<file path="config.mk">
export PLATFORM = sky130hd
export DESIGN_NAME = sdwk_front
export DESIGN_NICKNAME = d
export VERILOG_FILES = /design/src/hdl/sdwk_pkg.sv /design/src/hdl/sdwk_front.sv
export SDC_FILE = /design/constraint.sdc
export NUM_CORES = 2
export LEC_CHECK = 0
export BUFFER_PORTS_ARGS = -buffer_cell sky130_fd_sc_hd__buf_2
export CORE_ASPECT_RATIO = 0.6
export CORE_MARGIN = 8
export CORE_UTILIZATION = 40
export DETAILED_ROUTE_END_ITERATION = 7
export SKIP_LAST_GASP = 1
export SYNTH_ARGS = -nofsm -noshare
export SYNTH_HDL_FRONTEND = slang
export SYNTH_SLANG_ARGS = --single-unit
</file>
<file path="constraint.sdc">
create_clock -name clock -period 16 [get_ports clock]
set_input_delay 1.6 -clock clock [delete_from_list [all_inputs] [get_ports clock]]
set_output_delay 1.6 -clock clock [all_outputs]
set_load 0.005 [all_outputs]
</file>
<file path="src/hdl/sdwk_pkg.sv">
// Package of the swerve drive kinematics block: widths, angle constants,
// the CORDIC arctangent table and the wheel word type. No dependencies.
`timescale 1ns / 1ps

package sdwk_pkg;

   localparam int CORDIC_STEPS = 16;
   localparam int SQRT_STEPS   = 17;
   localparam int PIPE_STEPS   = (CORDIC_STEPS > SQRT_STEPS) ? CORDIC_STEPS : SQRT_STEPS;

   // Datapath widths of the back end.
   localparam int XW = 40;
   localparam int ZW = 33;
   localparam int NW = 34;

   // Register indexes of the configuration port.
   localparam logic [7:0] CSR_SPIN_X = 8'd0;
   localparam logic [7:0] CSR_SPIN_Y = 8'd1;

   localparam logic signed [15:0] SPIN_COEF_RESET = 16'sd23170;

   // Angles in centidegrees.
   localparam logic [15:0] DEG90_CD  = 16'd9000;
   localparam logic [15:0] DEG180_CD = 16'd18000;
   localparam logic [15:0] DEG270_CD = 16'd27000;
   localparam logic [15:0] DEG360_CD = 16'd36000;

   // Angles in 1/65536 centidegree for the CORDIC accumulator.
   localparam logic signed [ZW-1:0] DEG180_U = 33'sd1179648000;
   localparam logic signed [ZW-1:0] DEG360_U = 33'sd2359296000;

   // floor(2^32 / 36000), used to divide by the full circle.
   localparam logic [16:0] RECIP_36000 = 17'd119304;
   localparam logic [15:0] MAX_COUNTS_DIV = 16'd36000;

   // One wheel word passed from the front end to the back end.
   typedef struct packed {
      logic signed [17:0] vx;
      logic signed [17:0] vy;
      logic [15:0]        meas;
      logic               axis;
      logic [15:0]        axis_dir;
      logic [1:0]         idx;
      logic               last;
   } wheel_job_type;

   localparam int QUEUE_DEPTH = 4;
   localparam int QPTR_W      = $clog2(QUEUE_DEPTH);

   // atan(2^-i) in 1/65536 centidegree.
   function automatic logic signed [ZW-1:0] atan_entry(input int i);
      logic signed [ZW-1:0] v;
      case (i)
         0:  v = 33'sd294912000;
         1:  v = 33'sd174096719;
         2:  v = 33'sd91987925;
         3:  v = 33'sd46694507;
         4:  v = 33'sd23437865;
         5:  v = 33'sd11730358;
         6:  v = 33'sd5866610;
         7:  v = 33'sd2933484;
         8:  v = 33'sd1466764;
         9:  v = 33'sd733385;
         10: v = 33'sd366693;
         11: v = 33'sd183346;
         12: v = 33'sd91673;
         13: v = 33'sd45837;
         14: v = 33'sd22918;
         15: v = 33'sd11459;
         16: v = 33'sd5730;
         17: v = 33'sd2865;
         18: v = 33'sd1432;
         19: v = 33'sd716;
         20: v = 33'sd358;
         21: v = 33'sd179;
         22: v = 33'sd90;
         23: v = 33'sd45;
         default: v = '0;
      endcase
      return v;
   endfunction

endpackage

</file>
<file path="src/hdl/sdwk_front.sv">
// Front end: accepts chassis commands and splits each into four wheel words.
// Depends on sdwk_pkg.
`timescale 1ns / 1ps

module sdwk_front (
   input  logic                   clock,
   input  logic                   reset,
   input  logic                   req_valid,
   output logic                   req_ready,
   input  logic signed [15:0]     req_vel_x,
   input  logic signed [15:0]     req_vel_y,
   input  logic signed [15:0]     req_vel_spin,
   input  logic [15:0]            req_meas_angle_w0,
   input  logic [15:0]            req_meas_angle_w1,
   input  logic [15:0]            req_meas_angle_w2,
   input  logic [15:0]            req_meas_angle_w3,
   input  logic signed [15:0]     coef_x,
   input  logic signed [15:0]     coef_y,
   output logic                   job_valid,
   input  logic                   job_ready,
   output sdwk_pkg::wheel_job_type job
);

   // Input holding stage.
   logic               a_valid_ff;
   logic signed [15:0] a_vel_x_ff, a_vel_y_ff, a_vel_spin_ff;
   logic [15:0]        a_meas_ff [0:3];

   // Wheel sequencing stage.
   logic               b_valid_ff, b_valid_in;
   logic [1:0]         b_wheel_ff, b_wheel_in;
   logic signed [16:0] b_vx0_ff, b_vy0_ff;
   logic signed [32:0] b_prodx_ff, b_prody_ff;
   logic [15:0]        b_meas_ff [0:3];

   logic               push, b_done, b_load;
   logic signed [16:0] w_spin, vy0_a, vx0_a;
   logic signed [32:0] prodx_in, prody_in;
   logic signed [33:0] tx, ty;
   logic signed [17:0] sx, sy, vx, vy;
   logic [15:0]        meas_raw, meas_mod;

   assign push      = b_valid_ff && job_ready;
   assign b_done    = push && (b_wheel_ff == 2'd3);
   assign b_load    = a_valid_ff && (!b_valid_ff || b_done);
   assign req_ready = !a_valid_ff || b_load;

   // Hold the accepted word until the sequencer takes it.
   always_ff @(posedge clock) begin
      if (reset) begin
         a_valid_ff <= 1'b0;
      end else if (req_valid && req_ready) begin
         a_valid_ff <= 1'b1;
      end else if (b_load) begin
         a_valid_ff <= 1'b0;
      end
      if (req_valid && req_ready) begin
         a_vel_x_ff    <= req_vel_x;
         a_vel_y_ff    <= req_vel_y;
         a_vel_spin_ff <= req_vel_spin;
         a_meas_ff[0]  <= req_meas_angle_w0;
         a_meas_ff[1]  <= req_meas_angle_w1;
         a_meas_ff[2]  <= req_meas_angle_w2;
         a_meas_ff[3]  <= req_meas_angle_w3;
      end
   end

   // Negate y and spin, and scale the spin by both coefficients.
   always_comb begin
      vx0_a    = $signed({a_vel_x_ff[15], a_vel_x_ff});
      vy0_a    = -$signed({a_vel_y_ff[15], a_vel_y_ff});
      w_spin   = -$signed({a_vel_spin_ff[15], a_vel_spin_ff});
      prodx_in = w_spin * coef_x;
      prody_in = w_spin * coef_y;
   end

   // Sequencer state: one wheel per cycle while the queue accepts.
   always_comb begin
      b_valid_in = b_valid_ff;
      b_wheel_in = b_wheel_ff;
      if (b_load) begin
         b_valid_in = 1'b1;
         b_wheel_in = 2'd0;
      end else if (b_done) begin
         b_valid_in = 1'b0;
      end else if (push) begin
         b_wheel_in = b_wheel_ff + 2'd1;
      end
   end

   always_ff @(posedge clock) begin
      if (reset) begin
         b_valid_ff <= 1'b0;
         b_wheel_ff <= 2'd0;
      end else begin
         b_valid_ff <= b_valid_in;
         b_wheel_ff <= b_wheel_in;
      end
      if (b_load) begin
         b_vx0_ff     <= vx0_a;
         b_vy0_ff     <= vy0_a;
         b_prodx_ff   <= prodx_in;
         b_prody_ff   <= prody_in;
         b_meas_ff[0] <= a_meas_ff[0];
         b_meas_ff[1] <= a_meas_ff[1];
         b_meas_ff[2] <= a_meas_ff[2];
         b_meas_ff[3] <= a_meas_ff[3];
      end
   end

   // Round the spin shares, apply the wheel signs, wrap the measured angle and classify the axes.
   always_comb begin
      tx = $signed({b_prodx_ff[32], b_prodx_ff}) + 34'sd16384;
      ty = $signed({b_prody_ff[32], b_prody_ff}) + 34'sd16384;
      sx = tx[32:15];
      sy = ty[32:15];
      vx = $signed({b_vx0_ff[16], b_vx0_ff}) + (b_wheel_ff[0] ? -sx : sx);
      vy = $signed({b_vy0_ff[16], b_vy0_ff}) + (b_wheel_ff[1] ? -sy : sy);
      meas_raw = b_meas_ff[b_wheel_ff];
      meas_mod = (meas_raw >= sdwk_pkg::DEG360_CD) ? meas_raw - sdwk_pkg::DEG360_CD : meas_raw;

      job.vx   = vx;
      job.vy   = vy;
      job.meas = meas_mod;
      job.idx  = b_wheel_ff;
      job.last = (b_wheel_ff == 2'd3);
      if (vx == 18'sd0) begin
         job.axis     = 1'b1;
         job.axis_dir = (vy < 18'sd0) ? sdwk_pkg::DEG180_CD : 16'd0;
      end else if (vy == 18'sd0) begin
         job.axis     = 1'b1;
         job.axis_dir = (vx > 18'sd0) ? sdwk_pkg::DEG90_CD : sdwk_pkg::DEG270_CD;
      end else begin
         job.axis     = 1'b0;
         job.axis_dir = 16'd0;
      end
   end

   assign job_valid = b_valid_ff;

endmodule

</file>
-- Word-level counts from Yosys, hierarchy flattened
Memory sizes are Yosys's and may differ from the RTL's. A register that Yosys moved wholly into a read port is not among the register bits.
Index checks and enable logic that the tools add are counted.
- register bits after elaboration: 151
- RAM bits: 128
- input port bits: 148
- logic and storage cells: 60
- memories: 2
- memories (memory ; depth ; width ; read ports ; clocked after memory_dff ; write ports ; line ; text):
    a_meas_ff ; 4 ; 16 ; 4 ; 0 ; 4 ; sdwk_front.sv:27 ; logic [15:0] a_meas_ff [0:3];
    b_meas_ff ; 4 ; 16 ; 1 ; 1 ; 4 ; sdwk_front.sv:34 ; logic [15:0] b_meas_ff [0:3];
- add/subtract/negate cells: 10
- $mul: 2
- magnitude comparators: 3
- equality and inequality tests: 1
- multiplexer cells: 17
- bitwise operators: 1
- reduce and logical (&&, ||, !) cells: 14
- operators with widths (kind ; count):
    $add A33 B16 Y33 const B ; 2
    $mul A17 B16 Y33 ; 2
    $logic_not A18 Y1 ; 2
    $mux W18 ; 2
    $neg A18 Y18 ; 2
    $mux W17 ; 2
    $neg A16 Y17 ; 2
    $mux W15 ; 2
    $add A16 B18 Y18 ; 1
    $add A17 B18 Y18 ; 1
    $gt A18 B1 Y1 const B ; 1
    $lt A18 B1 Y1 const B ; 1
    $ge A16 B16 Y1 const B ; 1
    $mux W16 ; 1
    $sub A16 B16 Y16 const B ; 1
    $mux W1 ; 8
    $logic_and A1 B1 Y1 ; 4
    $mux W2 ; 2
    $reduce_bool A2 Y1 ; 2
    $add A2 B1 Y2 const B ; 1
    $eq A2 B2 Y1 const B ; 1
    $logic_not A1 Y1 ; 2
    $logic_or A1 B1 Y1 ; 2
    $reduce_and A2 Y1 ; 1
    other kinds (2) ; 2

-- Logic depth before layout (Yosys ltp)
- depth after elaboration: 8
- mapped depth: 32

-- Worst setup path after synthesis
No wires, ideal clock.
- kind: input port to flip-flop
- start point: in job_ready
- end point: mem b_meas_ff[0][0], enable pin
- setup time: 0.650 ns
- data arrival time: 7.764 ns
- data required time: 15.350 ns
- slack: 7.585 ns
- cell stages on the path: 2
- path buffers: 0
- cells stage by stage: a21boi_0 -> nor2b_1
- RTL lines (element ; line ; text):
    start, declared ; sdwk_front.sv:20 ; input logic job_ready,
    end, declared ; sdwk_front.sv:34 ;

-- Worst setup path in the final report
- start point: reg a_vel_spin_ff[0]
- end point: reg b_prodx_ff[30], data pin
- longest elaborated chain between the ends: 2
- RTL lines (element ; line ; text):
    start, declared ; sdwk_front.sv:26 ; logic signed [15:0] a_vel_x_ff, a_vel_y_ff, a_vel_spin_ff;
    start signal, assigned ; sdwk_front.sv:60 ; a_vel_spin_ff <= req_vel_spin;
    $neg A16 Y17 ; sdwk_front.sv:72 ; w_spin = -$signed({a_vel_spin_ff[15], a_vel_spin_ff});
    $mul A17 B16 Y33 ; sdwk_front.sv:73 ; prodx_in = w_spin * coef_x;
    net prodx_in[30] ; sdwk_front.sv:38 ; logic signed [32:0] prodx_in, prody_in;
    end signal, assigned ; sdwk_front.sv:102 ; b_prodx_ff <= prodx_in;
    end, declared ; sdwk_front.sv:33 ; logic signed [32:0] b_prodx_ff, b_prody_ff;
The timed path passes the listed nets, and every way through them passes these cells.
A chain may end at the register's enable or synchronous reset.

==> results.json <==
{
  "use_met2": 0.267,
  "run_status": "finished clean",
  "num-nets-final": 4195,
  "die_w_um": 383,
  "wl_per_cell_um": 17.9,
  "layout_min_cycle_time_ns": 8.51,
  "use_met3": 0.0424,
  "coreArea_um2": 79800,
  "reg2reg_slack_ns": 7.49,
  "crit_path_start": "a_vel_spin_ff[0]$_DFFE_PP_",
  "areaGrowthSynthToFinish_pct": 9.16,
  "track_usage": 0.177,
  "crit_path_max_fanout": 19,
  "cts_tree": "done",
  "clk_pin_slew_ns": 0.07,
  "yosysUniqueCellTypes": 86,
  "first_global_vias": 23000,
  "fmax_mhz": 117,
  "path_buf_inv": 8,
  "maxSlewHeadroom": 0.243,
  "vias": 21200,
  "hold_end": "b_meas_ff[0][9]$_DFFE_PP_",
  "critical_path.startpoint_type": "register",
  "fin_hold_ws_ns": 0.414,
  "die-area_um2": 90500,
  "maxCapViolCount": 0,
  "finalSetupViolCount": 0,
  "io_buffers": 215,
  "postLayoutCellArea_um2": 35300,
  "htreeDepth": 1,
  "drive_gt1_frac": 0.100,
  "clockRootBuffer": "clkbuf_16",
  "clock-sinks": 253,
  "layout_worst_path_cycle_share": 0.532,
  "regArea_um2": 7540,
  "antenna_found_initial": 0,
  "rsz0062_at_grt": "false",
  "r2r_cells": 28,
  "drtAntennaViolNets": 0,
  "fp-row-count": 80,
  "clkLatencyLatePin_ns": 0.56,
  "cp.required_ns": 16.29,
  "synth_cells": 3149,
  "drc_errors": 0,
  "cp_slowest_cell": "xnor2_2",
  "grt_max_degree": 71,
  "async_flop_share": 0,
  "grt_pass1_wl_mm": 130,
  "ys_ff_latch": 253,
  "r2r_end": "b_prodx_ff[30]$_DFFE_PP_",
  "finalHoldViolations": 0,
  "vias_per_cell": 4.84,
  "synth_seq_area_share": 0.233,
  "syn_area_per_cell_um2": 10.3,
  "endpoint_kind": "register",
  "cts_setup_buffers": 0,
  "cts_hold_repair.buffers": 0,
  "drtIter0Drc": 1328,
  "fp.dieH_um": 236,
  "hold_path.class": "reg2reg",
  "max_stage_delay_ns": 0.69,
  "min_path_cells": 0,
  "grt_util_met1": 0.264,
  "multi_input_area_um2": 21800,
  "grt-ovfl-total": 0,
  "yosysWarningCount": 0,
  "finalSetupTns_ns": 0,
  "timing_worst_setup_path_type": "reg2reg",
  "io_pins": 222,
  "netlist_area_um2": 32300,
  "worstHoldStart": "a_meas_ff[0][9]$_DFFE_PP_",
  "cp_top_family": "adder cells",
  "n_fill_cell": 7563,
  "initial_core_util": 0.406,
  "clockBufferDepth": 3,
  "synth_edf_count": 247,
  "num_antenna_cells": 0,
  "crit_arrival_ns": 8.81,
  "cts-buffers-inserted": 26,
  "place_area_um2": 34500,
  "ctsResizeCount": 0,
  "ys.flop_type": "edfxtp_1",
  "slew_violations": 0,
  "drt_pre_antenna_iters": 5,
  "dpl.hpwl_mm": 63.4,
  "gp_congestion": 0.853,
  "grt_busiest_layer": "met2",
  "finClkSkew_ns": 0.0200,
  "wl_mm": 78.5,
  "tightest_slew_ns": 1.12,
  "r2r_start": "a_vel_spin_ff[0]$_DFFE_PP_"
}
==> registers in the layout, summed over array words and instances, names as in the netlist, named ones only <==
register / count
b_meas_ff: 64
b_prody_ff: 19
b_wheel_ff: 2
a_vel_spin_ff: 16
b_vx0_ff: 16
a_valid_ff: 1
a_meas_ff: 64
a_vel_x_ff: 16
b_prodx_ff: 19
job_valid: 1
a_vel_y_ff: 16
b_vy0_ff: 17
==> layout by cell type, fill, tap and decap left out, types with 13 or more instances in the layout <==
| cell type | synthesis | routed |
|---|---|---|
| nor2_1 | 98 | 97 |
| and2_1 | 245 | 244 |
| ha_1 | 204 | 204 |
| nand3_1 | 32 | 32 |
| nand2b_1 | 18 | 18 |
| and3_1 | 16 | 16 |
| a21oi_1 | 64 | 63 |
| nor3_1 | 35 | 35 |
| a21o_1 | 20 | 20 |
| edfxtp_1 | 247 | 247 |
| nor2b_1 | 14 | 13 |
| mux4_2 | 16 | 16 |
| buf_2 | 6 | 215 |
| fa_1 | 552 | 552 |
| buf_4 | 13 | 22 |
| a31oi_1 | 14 | 14 |
| nand2_1 | 333 | 333 |
| nand4_1 | 20 | 20 |
| xor2_1 | 64 | 59 |
| inv_1 | 694 | 694 |
| o21ai_0 | 46 | 46 |
| clkbuf_16 | 0 | 27 |
| xnor2_1 | 129 | 121 |
==> cell families (layout without fill, tap and decap cells) <==
group           Yosys count  in the layout  share of synthesized area
flops                   253            253                      0.233
xor+xnor                193            193                     0.0523
simple gates            869            869                      0.135
fa+ha+maj               756            756                      0.420
buf+inv                 822            979                     0.0979
compound gates          233            233                     0.0478
other cells               1              6                   0.000116
mux                      22             22                     0.0131
==> worst reg2reg max path: cells and delay by family, from the launching register on <==
| family | cells | cell delay, ns |
|---|---|---|
| AOI/OAI and AO/OA | 7 | 1.87 |
| DFF | 1 | 0.62 |
| and+or+nand+nor | 3 | 0.34 |
| xor gates and xnor gates | 2 | 0.85 |
| adders and majority gates | 8 | 3.54 |
| buffers and inverters | 8 | 1.03 |
==> final cells by class <==
class	instances	share of cell area
Multi-Input combinational cell	2079	0.617
Sequential cell	253	0.213
Inverter	694	0.0738
Tap cell	1066	0.0378
Timing Repair Buffer	237	0.0351
Clock buffer	31	0.0196
Clock inverter	17	0.00354
==> how the worst max path moves through the flow <==
stage / endpoint / slack, ns / cells after the start
after detailed placement: b_prodx_ff[30]$_DFFE_PP_ / 7.51 / 28
after global routing: b_prodx_ff[30]$_DFFE_PP_ / 6.92 / 28
after global placement: b_prodx_ff[30]$_DFFE_PP_ / 7.67 / 28
final: b_prodx_ff[30]$_DFFE_PP_ / 7.49 / 28
after CTS: b_prodx_ff[30]$_DFFE_PP_ / 7.48 / 28
after floorplan: b_meas_ff[0][0]$_DFFE_PP_ / 7.59 / 2
==> metrics by stage <==
stage          std cells   util  setup WS (ns)
6_report            4377  0.443           7.49
5_1_grt             4377  0.443           6.92
4_1_cts             4377  0.443           7.48
3_5_place_dp        4329  0.432           7.51
3_3_place_gp        4329  0.432           7.67
2_1_floorplan       3154      -           7.59
==> synthesized netlist by cell type, drive strengths merged, types with 9 or more instances <==
library cell,instances,area [um^2]
and3,16,100
xnor2,129,1130
buf,27,180
fa,552,11100
inv,694,2610
a31oi,14,87.6
o211ai,10,75.1
nand2b,18,113
clkbuf,101,380
a21o,20,150
nand3,34,180
or4,9,67.6
nand4,21,138
a21oi,65,329
nor2,98,368
ha,204,2550
o21ai,48,240
nor2b,14,87.6
mux4,16,360
edfxtp,247,7420
nor4,12,96.3
or3,9,61.3
and2,245,1530
xor2,64,561
nor3,35,175
o21a,9,67.6
nand2,334,1260
==> per-layer routing <==
| layer | vias to the layer above | share of wire |
|---|---|---|
| met5 | - | 0 |
| met4 | 0 | 0.014 |
| met3 | 57 | 0.073 |
| met2 | 535 | 0.42 |
| met1 | 10500 | 0.49 |
| li1 | 10000 | - |
Power is not shown: default switching activity piles up to over one toggle a cycle in this logic, so the estimate is an artifact.
