File: src/hdl/sdwk_pkg.sv
// Package of the swerve drive kinematics block: widths, angle constants,
// the CORDIC arctangent table and the wheel word type. No dependencies.
`timescale 1ns / 1ps

package sdwk_pkg;

   localparam int CORDIC_STEPS = 16;
   localparam int SQRT_STEPS   = 17;
   localparam int PIPE_STEPS   = (CORDIC_STEPS > SQRT_STEPS) ? CORDIC_STEPS : SQRT_STEPS;

   // Datapath widths of the back end.
   localparam int XW = 40;
   localparam int ZW = 33;
   localparam int NW = 34;

   // Register indexes of the configuration port.
   localparam logic [7:0] CSR_SPIN_X = 8'd0;
   localparam logic [7:0] CSR_SPIN_Y = 8'd1;

   localparam logic signed [15:0] SPIN_COEF_RESET = 16'sd23170;

   // Angles in centidegrees.
   localparam logic [15:0] DEG90_CD  = 16'd9000;
   localparam logic [15:0] DEG180_CD = 16'd18000;
   localparam logic [15:0] DEG270_CD = 16'd27000;
   localparam logic [15:0] DEG360_CD = 16'd36000;

   // Angles in 1/65536 centidegree for the CORDIC accumulator.
   localparam logic signed [ZW-1:0] DEG180_U = 33'sd1179648000;
   localparam logic signed [ZW-1:0] DEG360_U = 33'sd2359296000;

   // floor(2^32 / 36000), used to divide by the full circle.
   localparam logic [16:0] RECIP_36000 = 17'd119304;
   localparam logic [15:0] MAX_COUNTS_DIV = 16'd36000;

   // One wheel word passed from the front end to the back end.
   typedef struct packed {
      logic signed [17:0] vx;
      logic signed [17:0] vy;
      logic [15:0]        meas;
      logic               axis;
      logic [15:0]        axis_dir;
      logic [1:0]         idx;
      logic               last;
   } wheel_job_type;

   localparam int QUEUE_DEPTH = 4;
   localparam int QPTR_W      = $clog2(QUEUE_DEPTH);

   // atan(2^-i) in 1/65536 centidegree.
   function automatic logic signed [ZW-1:0] atan_entry(input int i);
      logic signed [ZW-1:0] v;
      case (i)
         0:  v = 33'sd294912000;
         1:  v = 33'sd174096719;
         2:  v = 33'sd91987925;
         3:  v = 33'sd46694507;
         4:  v = 33'sd23437865;
         5:  v = 33'sd11730358;
         6:  v = 33'sd5866610;
         7:  v = 33'sd2933484;
         8:  v = 33'sd1466764;
         9:  v = 33'sd733385;
         10: v = 33'sd366693;
         11: v = 33'sd183346;
         12: v = 33'sd91673;
         13: v = 33'sd45837;
         14: v = 33'sd22918;
         15: v = 33'sd11459;
         16: v = 33'sd5730;
         17: v = 33'sd2865;
         18: v = 33'sd1432;
         19: v = 33'sd716;
         20: v = 33'sd358;
         21: v = 33'sd179;
         22: v = 33'sd90;
         23: v = 33'sd45;
         default: v = '0;
      endcase
      return v;
   endfunction

endpackage

File: src/hdl/sdwk_queue.sv
// Short queue of wheel words between the front end and the back end.
// Depends on sdwk_pkg.
`timescale 1ns / 1ps

module sdwk_queue (
   input  logic                    clock,
   input  logic                    reset,
   input  logic                    wr_valid,
   output logic                    wr_ready,
   input  sdwk_pkg::wheel_job_type wr_data,
   output logic                    rd_valid,
   input  logic                    rd_ready,
   output sdwk_pkg::wheel_job_type rd_data
);

   sdwk_pkg::wheel_job_type       entry_ff [0:sdwk_pkg::QUEUE_DEPTH-1];
   logic [sdwk_pkg::QPTR_W-1:0]   wr_ptr_ff, rd_ptr_ff;
   logic [sdwk_pkg::QPTR_W:0]     count_ff, count_in;
   logic                          do_wr, do_rd;

   assign wr_ready = (count_ff != (sdwk_pkg::QPTR_W+1)'(sdwk_pkg::QUEUE_DEPTH));
   assign rd_valid = (count_ff != '0);
   assign do_wr    = wr_valid && wr_ready;
   assign do_rd    = rd_valid && rd_ready;
   assign rd_data  = entry_ff[rd_ptr_ff];

   // Occupancy follows the two handshakes.
   always_comb begin
      count_in = count_ff;
      if (do_wr && !do_rd) begin
         count_in = count_ff + 1'b1;
      end else if (do_rd && !do_wr) begin
         count_in = count_ff - 1'b1;
      end
   end

   always_ff @(posedge clock) begin
      if (reset) begin
         wr_ptr_ff <= '0;
         rd_ptr_ff <= '0;
         count_ff  <= '0;
      end else begin
         count_ff <= count_in;
         if (do_wr) begin
            wr_ptr_ff <= wr_ptr_ff + 1'b1;
         end
         if (do_rd) begin
            rd_ptr_ff <= rd_ptr_ff + 1'b1;
         end
      end
      if (do_wr) begin
         entry_ff[wr_ptr_ff] <= wr_data;
      end
   end

endmodule

File: config.mk
export PLATFORM = sky130hd
export DESIGN_NAME = sdwk_queue
export DESIGN_NICKNAME = d
export VERILOG_FILES = /design/src/hdl/sdwk_pkg.sv /design/src/hdl/sdwk_queue.sv
export SDC_FILE = /design/constraint.sdc
export NUM_CORES = 1
export LEC_CHECK = 0
export BUFFER_PORTS_ARGS = -buffer_cell sky130_fd_sc_hd__buf_2
export CAP_MARGIN = 20
export CORE_MARGIN = 2
export CORE_UTILIZATION = 55
export DETAILED_ROUTE_END_ITERATION = 10
export PLACE_DENSITY = 0.77
export SYNTH_ARGS = -nofsm -noshare
export SYNTH_HDL_FRONTEND = slang
export SYNTH_SLANG_ARGS = --single-unit
File: constraint.sdc
create_clock -name clock -period 6.73 [get_ports clock]
set_clock_uncertainty 0.2 [all_clocks]
set_input_delay 1.346 -clock clock [delete_from_list [all_inputs] [get_ports clock]]
set_output_delay 1.346 -clock clock [all_outputs]
set_load 0.03 [all_outputs]
== Yosys cells after proc, flatten, opt, wreduce, memory -nomap -nowiden ==
Memories as Yosys holds them, arrays and structs flattened. A register that Yosys moved wholly into a read port is not among the register bits.
Cells that the tools add are included.
Operators by class
  add/subtract/negate cells: 4
  equality and inequality tests: 1
  muxes and demuxes: 6
  reductions and logical operators: 8
Operators with widths (count)
  $mux W3: 2
  $add A2 B1 Y2 const B: 2
  $logic_and A1 B1 Y1: 4
  $mux W2: 2
  $add A3 B1 Y3 const B: 1
  $ne A3 B3 Y1 const B: 1
  $reduce_bool A3 Y1: 1
  $sub A3 B1 Y3 const B: 1
  $logic_not A1 Y1: 2
  $mux W1: 2
  $reduce_bool A2 Y1: 1
Storage, ports and cells
  register bits after elaboration: 7
  RAM bits: 288
  input port bits: 76
  output and inout port bits: 74
  memories kept: 1
Memory list
  entry_ff: words 4, bits a word 72, rd ports 1, clocked after Yosys merged registers in 1, wr ports 1, line sdwk_queue.sv:16  | sdwk_pkg::wheel_job_type entry_ff [0:sdwk_pkg::QUEUE_DEPTH-1];

== Logic depth before layout (Yosys ltp) ==
Gate-level depths: netlist of run 1.
  depth after elaboration: 6
  depth in mapped cells: 8

== Least setup slack after synthesis of run 1 ==
No wires, ideal clock.
  path kind: input to register
  start point: input port wr_valid
  end point: memory entry_ff[0][0] in the netlist's numbering (enable)
  arrival time: 3.338 ns
  required time: 6.092 ns
  path slack: 2.754 ns
  cell stages on the path: 2
  buffers on the path: 0
  cells stage by stage: a21boi_2 and2_1
On the way
  word-level cells in the longest chain between the ends: 3
RTL lines
  start, declared: line sdwk_queue.sv:8  | input logic wr_valid,
  $logic_and A1 B1 Y1: line sdwk_queue.sv:23  | assign do_wr = wr_valid && wr_ready;
  $mux W1: line sdwk_queue.sv:51  | if (do_wr) begin
  $mux W1 (not written as such): line sdwk_queue.sv:52  | entry_ff[wr_ptr_ff] <= wr_data;
  end, declared: line sdwk_queue.sv:16
No other way between the ends.

==> flow_metrics.env, run 1 <==
export IMPL_rsz0062_at_grt="no"
export IMPL_critPathBufInv=2
export IMPL_cp_required_ns=5.18
export IMPL_pre_cts_slack_ns=3.297
export IMPL_path_cells="buf_4 > mux4_2 > buf_2"
export IMPL_hold_viol=0
export IMPL_grt_overflow_total=0
export IMPL_syn_inst=424
export IMPL_synth_distinct_cells=24
export IMPL_detailedPlacementHpwl_um=10930
export IMPL_cap_violations=0
export IMPL_cts_resized=0
export IMPL_drc=0
export IMPL_clock_latency_ns=0.54
export IMPL_synth_area_leaders="edfxtp_1 (79%), mux4_2 (14%), dfxtp_1 (1.6%), buf_12 (1.3%), ha_1 (0.57%)"
export IMPL_cp_slowest_cell="dfxtp_4"
export IMPL_status="completed"
export IMPL_start_util=0.5617
export IMPL_wirelength_um=19110
export IMPL_min_from="rd_ptr_ff[1]$_SDFFE_PP0P_"
export IMPL_hold_buffers=0
export IMPL_fin_crit_sh=0.5862
export IMPL_startpoint_type="flop"
export IMPL_post_cts_setup_buffer_count=0
export IMPL_syn_area_um2=10930
export IMPL_fmax_mhz=253.5
export IMPL_ys_seq_elements=297
export IMPL_routedWlPerCell_um=21.66
export IMPL_core_rowCount=51
export IMPL_seq_area_frac_synth=0.8075
export IMPL_die_w_um=145.0
export IMPL_cts_root_buf="clkbuf_16"
export IMPL_finalCriticalPeriod_ns=3.945
export IMPL_fillers=1269
export IMPL_reg2reg_slack_ns=4.21
export IMPL_hold_path_class="reg2reg"
export IMPL_grt_util_all_layers=0.1835
export IMPL_path_max_fanout=19
export IMPL_cts_made_buffers=29
export IMPL_grt_max_degree=73
export IMPL_synthArstFlopShare=0
export IMPL_avgViaCountPerCell=5.559
export IMPL_first_pass_iters=4
export IMPL_syn_num_nets=506
export IMPL_portBuffers=149
export IMPL_htree_levels=1
export IMPL_hold_depth=2
export IMPL_yosysTopAreaCellShare=0.7910
export IMPL_crit_type="reg2out"
export IMPL_p_leak_nw=4.323
export IMPL_core_um2=19460
export IMPL_tns_ns=0
export IMPL_clockBufferDepth=3
export IMPL_finalWorstSetupSlack_ns=2.785
export IMPL_reg2reg_to="count_ff[2]$_SDFFE_PP0P_"
export IMPL_reg2regPathDepth=8
export IMPL_cts_clk_slew_worst_paths_ns=0.06
export IMPL_syn_avg_cell_area_um2=25.79
export IMPL_grt_pass1_wl_um=29760
export IMPL_finalSetupViolations=0
export IMPL_ant_nets=0
export IMPL_path_delay_family="buffers and inverters"
export IMPL_dieArea_um2=21020
export IMPL_first_iter_violations=376
export IMPL_power_density_nw_per_um2=410.5
export IMPL_drive_gt1_frac=0.4407
export IMPL_die_h_um=145.0
export IMPL_clock_sinks=297
export IMPL_nets=675
export IMPL_vdd_drop_max_uv=355.1
export IMPL_synth_edf_count=288
export IMPL_endpoint_kind="output pin"
export IMPL_slew_headroom=0.2915
export IMPL_area_delta_synth_final_pct=17.75
export IMPL_io_pins=150
export IMPL_final_max_slew_viol_count=0
export IMPL_mostFrequentLayoutCells="edfxtp_1 (288), buf_2 (149), mux4_2 (70), clkbuf_16 (29)"
export IMPL_final_common_cell="edfxtp_1"
export IMPL_worst_slew_pin_slew_ns=1.063
export IMPL_ys_flop_type="edfxtp_1"
export IMPL_place_congestion=0.6906
export IMPL_num_vias=4903
export IMPL_grt_pass1_vias=5366
export IMPL_antenna_found_initial=4
export IMPL_critPathMaxStageDelay_ns=0.60
export IMPL_ys_warn_count=0
export IMPL_reg2reg_from="count_ff[0]$_SDFFE_PP0P_"
export IMPL_whs_endpoint="rd_ptr_ff[1]$_SDFFE_PP0P_"
export IMPL_yosysTopAreaCell="edfxtp_1"
export IMPL_cp_arrival_ns=2.40
export IMPL_cts_tree="done"
## worst register-to-register path: stages, from the launching register on
cell and delay (ns):
dfxtp_1 0.46, nor2_1 0.11, a21boi_2 0.36, ha_1 0.26, inv_1 0.06, fa_1 0.37, xor2_1 0.18, or3_1 0.31
a21oi_1 0.14
## how the worst max path moves through the flow
stage	startpoint	to	slack, ns	cells after the start
after floorplan	wr_valid	entry_ff[0][0]$_DFFE_PP_	2.75	2
after global placement	flop	rd_data[47]	2.66	3
after detailed placement	flop	rd_data[47]	3.30	3
after CTS	flop	rd_data[47]	2.70	3
after global routing	flop	rd_data[47]	2.60	3
final	flop	rd_data[47]	2.78	3
## power breakdown
| group | switching [mW] | internal, mW | leakage, nW |
|---|---|---|---|
| Combinational | 0.843 | 0.546 | 1.17 |
| Clock | 0.633 | 0.902 | 0.440 |
| Sequential | 0.113 | 2.25 | 2.71 |
## layout make-up
type,instances,area [um^2],area share
multi-input combinational,107,1909,0.1483
timing repair buffer,155,875.8,0.06803
clock buffer,37,755.7,0.05870
tap,265,331.6,0.02576
antenna,2,5.005,0.0003888
inverter,3,11.26,0.0008747
clock inverter,16,148.9,0.01157
sequential,297,8836,0.6864
## synthesized netlist by cell type (all sizes together) (2+ instances only)
master,count
mux4,72
edfxtp,288
nand2b,2
xor2,4
ha,5
mux2i,2
dfxtp,9
inv,3
nor2,8
buf,15
and2,4
clkbuf,2
or3,2
## flip-flops by register name, indices dropped and copies added (netlist names), named ones only
| register | count |
|---|---|
| wr_ptr_ff | 2 |
| entry_ff | 288 |
| count_ff | 3 |
| rd_ptr_ff | 2 |
## cells by family after synthesis
group,after synthesis,synth area share
and+or+nand+nor,17,0.007667
muxes,75,0.1519
adders and majority gates,6,0.007553
buffers and inverters,20,0.01877
DFF,297,0.8075
xor gates and xnor gates,4,0.003204
AOI/OAI and AO/OA,5,0.003433
## routing by layer
metal	vias to the layer above	global-route usage	wire [um]
met5	-	0	26
met1	2536	0.2501	7699
met2	171	0.3021	9447
met4	4	0.05248	511
li1	2151	-	-
met3	41	0.04340	1422
## stage by stage
| stage | hold slack [ns] | utilization | std cells | total power [mW] | instance area [um^2] |
|---|---|---|---|---|---|
| floorplan | 0.2820 | - | 424 | 3.475 | 10930 |
| global placement | 0.2901 | 0.6084 | 822 | 3.750 | 11840 |
| detailed placement | 0.3340 | 0.6098 | 823 | 3.801 | 11870 |
| CTS | 0.3517 | 0.6563 | 876 | 5.341 | 12770 |
| global route | 0.3858 | 0.6612 | 880 | 5.487 | 12870 |
| finish | 0.3481 | 0.6615 | 882 | 5.284 | 12870 |
No activity file was read; power rests on OpenSTA's default activity.
==> run 2, diff against run 1 <==
- CORE_UTILIZATION: 55 -> 51
- PLACE_DENSITY: 0.77 -> 0.75
- clock period: 6.73 -> 3.55 ns (I/O delays scaled with it)
==> run 2 against run 1 <==
Effect of this change:
- via count increased by 0.49%
- first-iteration DRC count decreased by 35%
- global-route usage decreased by 1.1 points
- sequential share of layout area about the same
- flip-flop and latch count unchanged
- power increased by 89%
- register-to-register slack got worse by 3.2 ns
- largest cell class unchanged
- largest power group unchanged
==> flow_metrics.env, run 2 (synthesis results as in run 1) <==
export IMPL_status="completed"
export IMPL_portBuffers=149
export IMPL_worst_hold_slack_ns=0.1843
export IMPL_cp_required_ns=2.64
export IMPL_routedWlPerCell_um=21.86
export IMPL_rsz0062_at_grt="no"
export IMPL_power_frac_comb=0.270
export IMPL_place_congestion=0.7496
export IMPL_reg2reg_slack_ns=1.06
export IMPL_critPathMaxStageDelay_ns=0.63
export IMPL_core_rowCount=53
export IMPL_drc=0
export IMPL_grt_pass1_vias=5335
export IMPL_die_h_um=150.4
export IMPL_crit_type="reg2out"
export IMPL_path_max_fanout=72
export IMPL_area_delta_synth_final_pct=17.83
export IMPL_nets=677
export IMPL_cts_made_buffers=29
export IMPL_grt_overflow_total=0
export IMPL_grt_max_degree=73
export IMPL_finalCriticalPeriod_ns=3.120
export IMPL_detailedPlacementHpwl_um=11250
export IMPL_htree_levels=1
export IMPL_core_um2=21020
export IMPL_vdd_drop_max_uv=525.4
export IMPL_p_leak_nw=4.313
export IMPL_cts_resized=0
export IMPL_num_vias=4927
export IMPL_io_pins=150
export IMPL_path_cells="buf_12 > mux4_1 > buf_2"
export IMPL_cp_slowest_cell="mux4_1"
export IMPL_hold_viol=0
export IMPL_power_density_nw_per_um2=776.1
export IMPL_internal_power_mw=6.986
export IMPL_mostFrequentLayoutCells="edfxtp_1 (288), buf_2 (149), mux4_2 (70), clkbuf_16 (29), nor2_1 (8)"
export IMPL_dieArea_um2=22620
export IMPL_largest_reg_flops=288
export IMPL_cap_violations=0
export IMPL_switchingPower_mw=3.011
export IMPL_finalPower_mw=9.997
export IMPL_fmax_mhz=320.5
export IMPL_fillers=1432
export IMPL_reg2reg_to="count_ff[2]$_SDFFE_PP0P_"
export IMPL_start_util=0.5201
export IMPL_post_cts_setup_buffer_count=0
export IMPL_ant_nets=0
export IMPL_startpoint_type="flop"
export IMPL_clock_sinks=297
export IMPL_worst_slew_pin_slew_ns=0.6078
export IMPL_netSwitchingFraction=0.3012
export IMPL_reg_largest_list="entry_ff (288), count_ff (3)"
export IMPL_cts_clk_slew_worst_paths_ns=0.06
export IMPL_finalSetupViolations=0
export IMPL_first_iter_violations=246
export IMPL_grt_pass1_wl_um=29750
export IMPL_reg2regPathDepth=8
export IMPL_reg2reg_from="count_ff[0]$_SDFFE_PP0P_"
export IMPL_final_common_cell="edfxtp_1"
export IMPL_power_frac_seq=0.439
export IMPL_antenna_found_initial=1
export IMPL_clockBufferDepth=3
export IMPL_cts_tree="done"
export IMPL_grt_util_all_layers=0.1725
export IMPL_die_w_um=150.4
export IMPL_cts_root_buf="clkbuf_16"
export IMPL_avgViaCountPerCell=5.548
export IMPL_clkPwrFrac=0.291
export IMPL_endpoint="rd_data[68]"
export IMPL_fin_crit_sh=0.8790
export IMPL_hold_buffers=0
export IMPL_hold_path_class="in2reg"
export IMPL_cp_arrival_ns=2.21
export IMPL_first_pass_iters=4
export IMPL_tns_ns=0
export IMPL_final_max_slew_viol_count=0
export IMPL_drive_gt1_frac=0.4461
export IMPL_slew_headroom=0.5948
export IMPL_clock_latency_ns=0.54
export IMPL_endpoint_kind="output pin"
export IMPL_wirelength_um=19410
export IMPL_top_register="entry_ff"
-- run 2: cell count changes in the layout (fill, tap and decap cells not counted), sizes merged --
cell	before	now
buf	155	157
clkbuf	37	35
clkinv	12	5
clkinvlp	1	3
diode	2	1
inv	3	5
-- run 2: final cells by class --
class                   instances  area (um^2)  area share
flip-flops and latches        297         8836      0.6859
multi-input cells             107         1909      0.1482
repair buffers                157        880.8     0.06838
clock buffers                  35        748.2     0.05808
well taps                     275        344.1     0.02671
clock inverters                13        150.1     0.01165
inverters                       3        11.26   0.0008741
diodes                          1        2.502   0.0001942
-- run 2: layer usage --
layer	vias up	track usage	wire length, um
met2	143	0.3052	10290
li1	2150	-	-
met4	0	0.03679	223
met1	2616	0.2177	7679
met3	18	0.04242	1220
met5	-	0	0
-- run 2: through the flow --
stage	area, um^2	std cells	setup WS (ns)	util
after floorplan	10930	424	0.2097	-
after CTS	12880	887	0.3665	0.6127
after global routing	12880	887	0.2797	0.6127
after detailed placement	11980	839	0.8455	0.5700
after global placement	11980	839	0.9167	0.5700
final	12880	888	0.4296	0.6128
-- run 2: how the worst min path moves through the flow --
stage	startpoint	to	slack, ns	cells past startpoint
floorplan	wr_ptr_ff[1]$_SDFFE_PP0P_	wr_ptr_ff[1]$_SDFFE_PP0P_	0.28	2
global placement	wr_ptr_ff[1]$_SDFFE_PP0P_	wr_ptr_ff[1]$_SDFFE_PP0P_	0.29	2
detailed placement	rd_ptr_ff[0]$_SDFFE_PP0P_	rd_ptr_ff[0]$_SDFFE_PP0P_	0.31	2
CTS	wr_data[67]	entry_ff[3][67]$_DFFE_PP_	0.17	1
global route	wr_data[2]	entry_ff[1][2]$_DFFE_PP_	0.16	1
finish	wr_data[68]	entry_ff[3][68]$_DFFE_PP_	0.18	1
-- run 2: power by group through the flow --
stage          logic, mW  clock network, mW  registers [mW]
4_1_cts             2.76               2.98            4.39
5_1_grt             2.88               3.11            4.42
2_1_floorplan       2.17                  0            4.41
3_5_place_dp        2.75                  0            4.46
6_report            2.70               2.91            4.39
3_3_place_gp        2.72                  0            4.43
-- run 2: critical path: cells and delay by family (launching register included) --
family,cells,cell delay (ns)
buffers and inverters,2,0.67
multiplexers,1,0.63
flip-flops,1,0.35
==> run 3, diff against run 2 <==
- RECOVER_POWER: not set -> 100
==> run 3 against run 2 <==
Effect of this change:
- first-iteration DRC count fell by 16%
- sequential power barely moved
- via count fell by 0.67%
- power fell by 1.2%
==> flow_metrics.env, run 3 (synthesis results as in run 1) <==
export IMPL_grt_util_all_layers=0.1725
export IMPL_core_um2=21020
export IMPL_path_cells="buf_12 > mux4_1 > clkbuf_1"
export IMPL_clock_latency_ns=0.54
export IMPL_cts_resized=0
export IMPL_final_common_cell="edfxtp_1"
export IMPL_endpoint_kind="output pin"
export IMPL_status="completed"
export IMPL_vdd_drop_max_uv=515.4
export IMPL_worst_slew_pin_slew_ns=1.126
export IMPL_critPathMaxStageDelay_ns=0.64
export IMPL_dieArea_um2=22620
export IMPL_cts_clk_slew_worst_paths_ns=0.06
export IMPL_clock_sinks=297
export IMPL_routedWlPerCell_um=21.92
export IMPL_die_w_um=150.4
export IMPL_area_delta_synth_final_pct=15.92
export IMPL_first_pass_iters=4
export IMPL_startpoint_type="flop"
export IMPL_final_util=0.6029
export IMPL_die_h_um=150.4
export IMPL_wirelength_um=19460
export IMPL_place_congestion=0.7496
export IMPL_hold_buffers=0
export IMPL_cts_made_buffers=29
export IMPL_grt_overflow_total=0
export IMPL_reg_largest_list="entry_ff (288), count_ff (3)"
export IMPL_portBuffers=149
export IMPL_grt_pass1_vias=5335
export IMPL_start_util=0.5201
export IMPL_rsz0062_at_grt="no"
export IMPL_slew_headroom=0.2496
export IMPL_fin_crit_sh=0.8892
export IMPL_fmax_mhz=316.8
export IMPL_mostFrequentLayoutCells="edfxtp_1 (288), clkbuf_1 (151), mux4_2 (70), clkbuf_16 (29), nor2_1 (8)"
export IMPL_crit_type="reg2out"
export IMPL_ant_nets=0
export IMPL_cts_root_buf="clkbuf_16"
export IMPL_clockBufferDepth=3
export IMPL_num_vias=4894
export IMPL_drc=0
export IMPL_nets=677
export IMPL_core_rowCount=53
export IMPL_cp_arrival_ns=2.25
export IMPL_final_cells=888
export IMPL_finalWorstSetupSlack_ns=0.3933
export IMPL_dp_cells=839
export IMPL_pre_cts_slack_ns=0.8455
export IMPL_io_pins=150
export IMPL_final_max_slew_viol_count=0
export IMPL_htree_levels=1
export IMPL_cp_required_ns=2.64
export IMPL_grt_max_degree=73
export IMPL_drive_gt1_frac=0.2075
export IMPL_path_max_fanout=72
export IMPL_post_cts_setup_buffer_count=0
export IMPL_hold_path_class="in2reg"
export IMPL_antenna_found_initial=1
export IMPL_cp_slowest_cell="mux4_1"
export IMPL_power_density_nw_per_um2=779.4
export IMPL_worst_hold_slack_ns=0.2215
export IMPL_grt_pass1_wl_um=29750
export IMPL_top_register="entry_ff"
export IMPL_p_leak_nw=3.906
export IMPL_cts_tree="done"
export IMPL_finalSetupViolations=0
export IMPL_cap_violations=0
export IMPL_detailedPlacementHpwl_um=11250
export IMPL_tns_ns=0
export IMPL_largest_reg_flops=288
export IMPL_finalCriticalPeriod_ns=3.157
export IMPL_fillers=1481
export IMPL_first_iter_violations=207
export IMPL_avgViaCountPerCell=5.511
export IMPL_hold_viol=0
run 3: cell types whose count changed in the layout (fill, tap and decap cells not counted):
cell,delta
buf_12,-1
and2_2,+3
clkbuf_1,+145
clkbuf_2,+3
and2_4,-3
buf_4,-2
buf_2,-145
a21boi_0,+1
a21boi_2,-1
run 3: area by class of cell:
type	count	area, um^2	share of cell area
Multi-Input combinational cell	107	1902	0.1501
Clock buffer	35	748.2	0.05904
Antenna cell	1	2.502	0.0001975
Timing Repair Buffer	157	679.4	0.05361
Tap cell	275	344.1	0.02715
Clock inverter	13	150.1	0.01185
Inverter	3	11.26	0.0008885
Sequential cell	297	8836	0.6972
run 3: path summary, 6_finish.rpt:
| path | slack [ns] | endpoint | from | cells past startpoint |
|---|---|---|---|---|
| max | 0.39 | rd_data[68] | flop | 3 |
| max reg2reg | 0.42 | entry_ff[0][17]$_DFFE_PP_ | count_ff[0]$_SDFFE_PP0P_ | 4 |
| min reg2reg | 0.33 | wr_ptr_ff[1]$_SDFFE_PP0P_ | wr_ptr_ff[1]$_SDFFE_PP0P_ | 2 |
| min | 0.22 | entry_ff[3][67]$_DFFE_PP_ | wr_data[67] | 1 |
run 3: per-stage QoR:
step / area [um^2] / power (mW)
finish: 12670 / 9.878
global route: 12670 / 10.28
CTS: 12880 / 10.13
detailed placement: 11980 / 7.213
global placement: 11980 / 7.148
floorplan: 10930 / 6.589
run 3: critical path, delay by kind of cell, from the launching register on:
kind	cells	cell delay, ns
DFF	1	0.35
buffers and inverters	2	0.70
muxes	1	0.64
run 3: metal layers:
layer  vias up  track usage  wire [um]
met3        20      0.04242       1259
met4         0      0.03679        233
met5         -            0          0
li1       2148            -          -
met1      2586       0.2177       7661
met2       140       0.3052      10310
run 3: power breakdown:
part           total, mW  internal (mW)  switching [mW]  leakage [nW]
combinational       2.58          0.886            1.69         0.765
clock               2.91           1.71            1.20         0.427
sequential          4.39           4.26           0.128          2.71
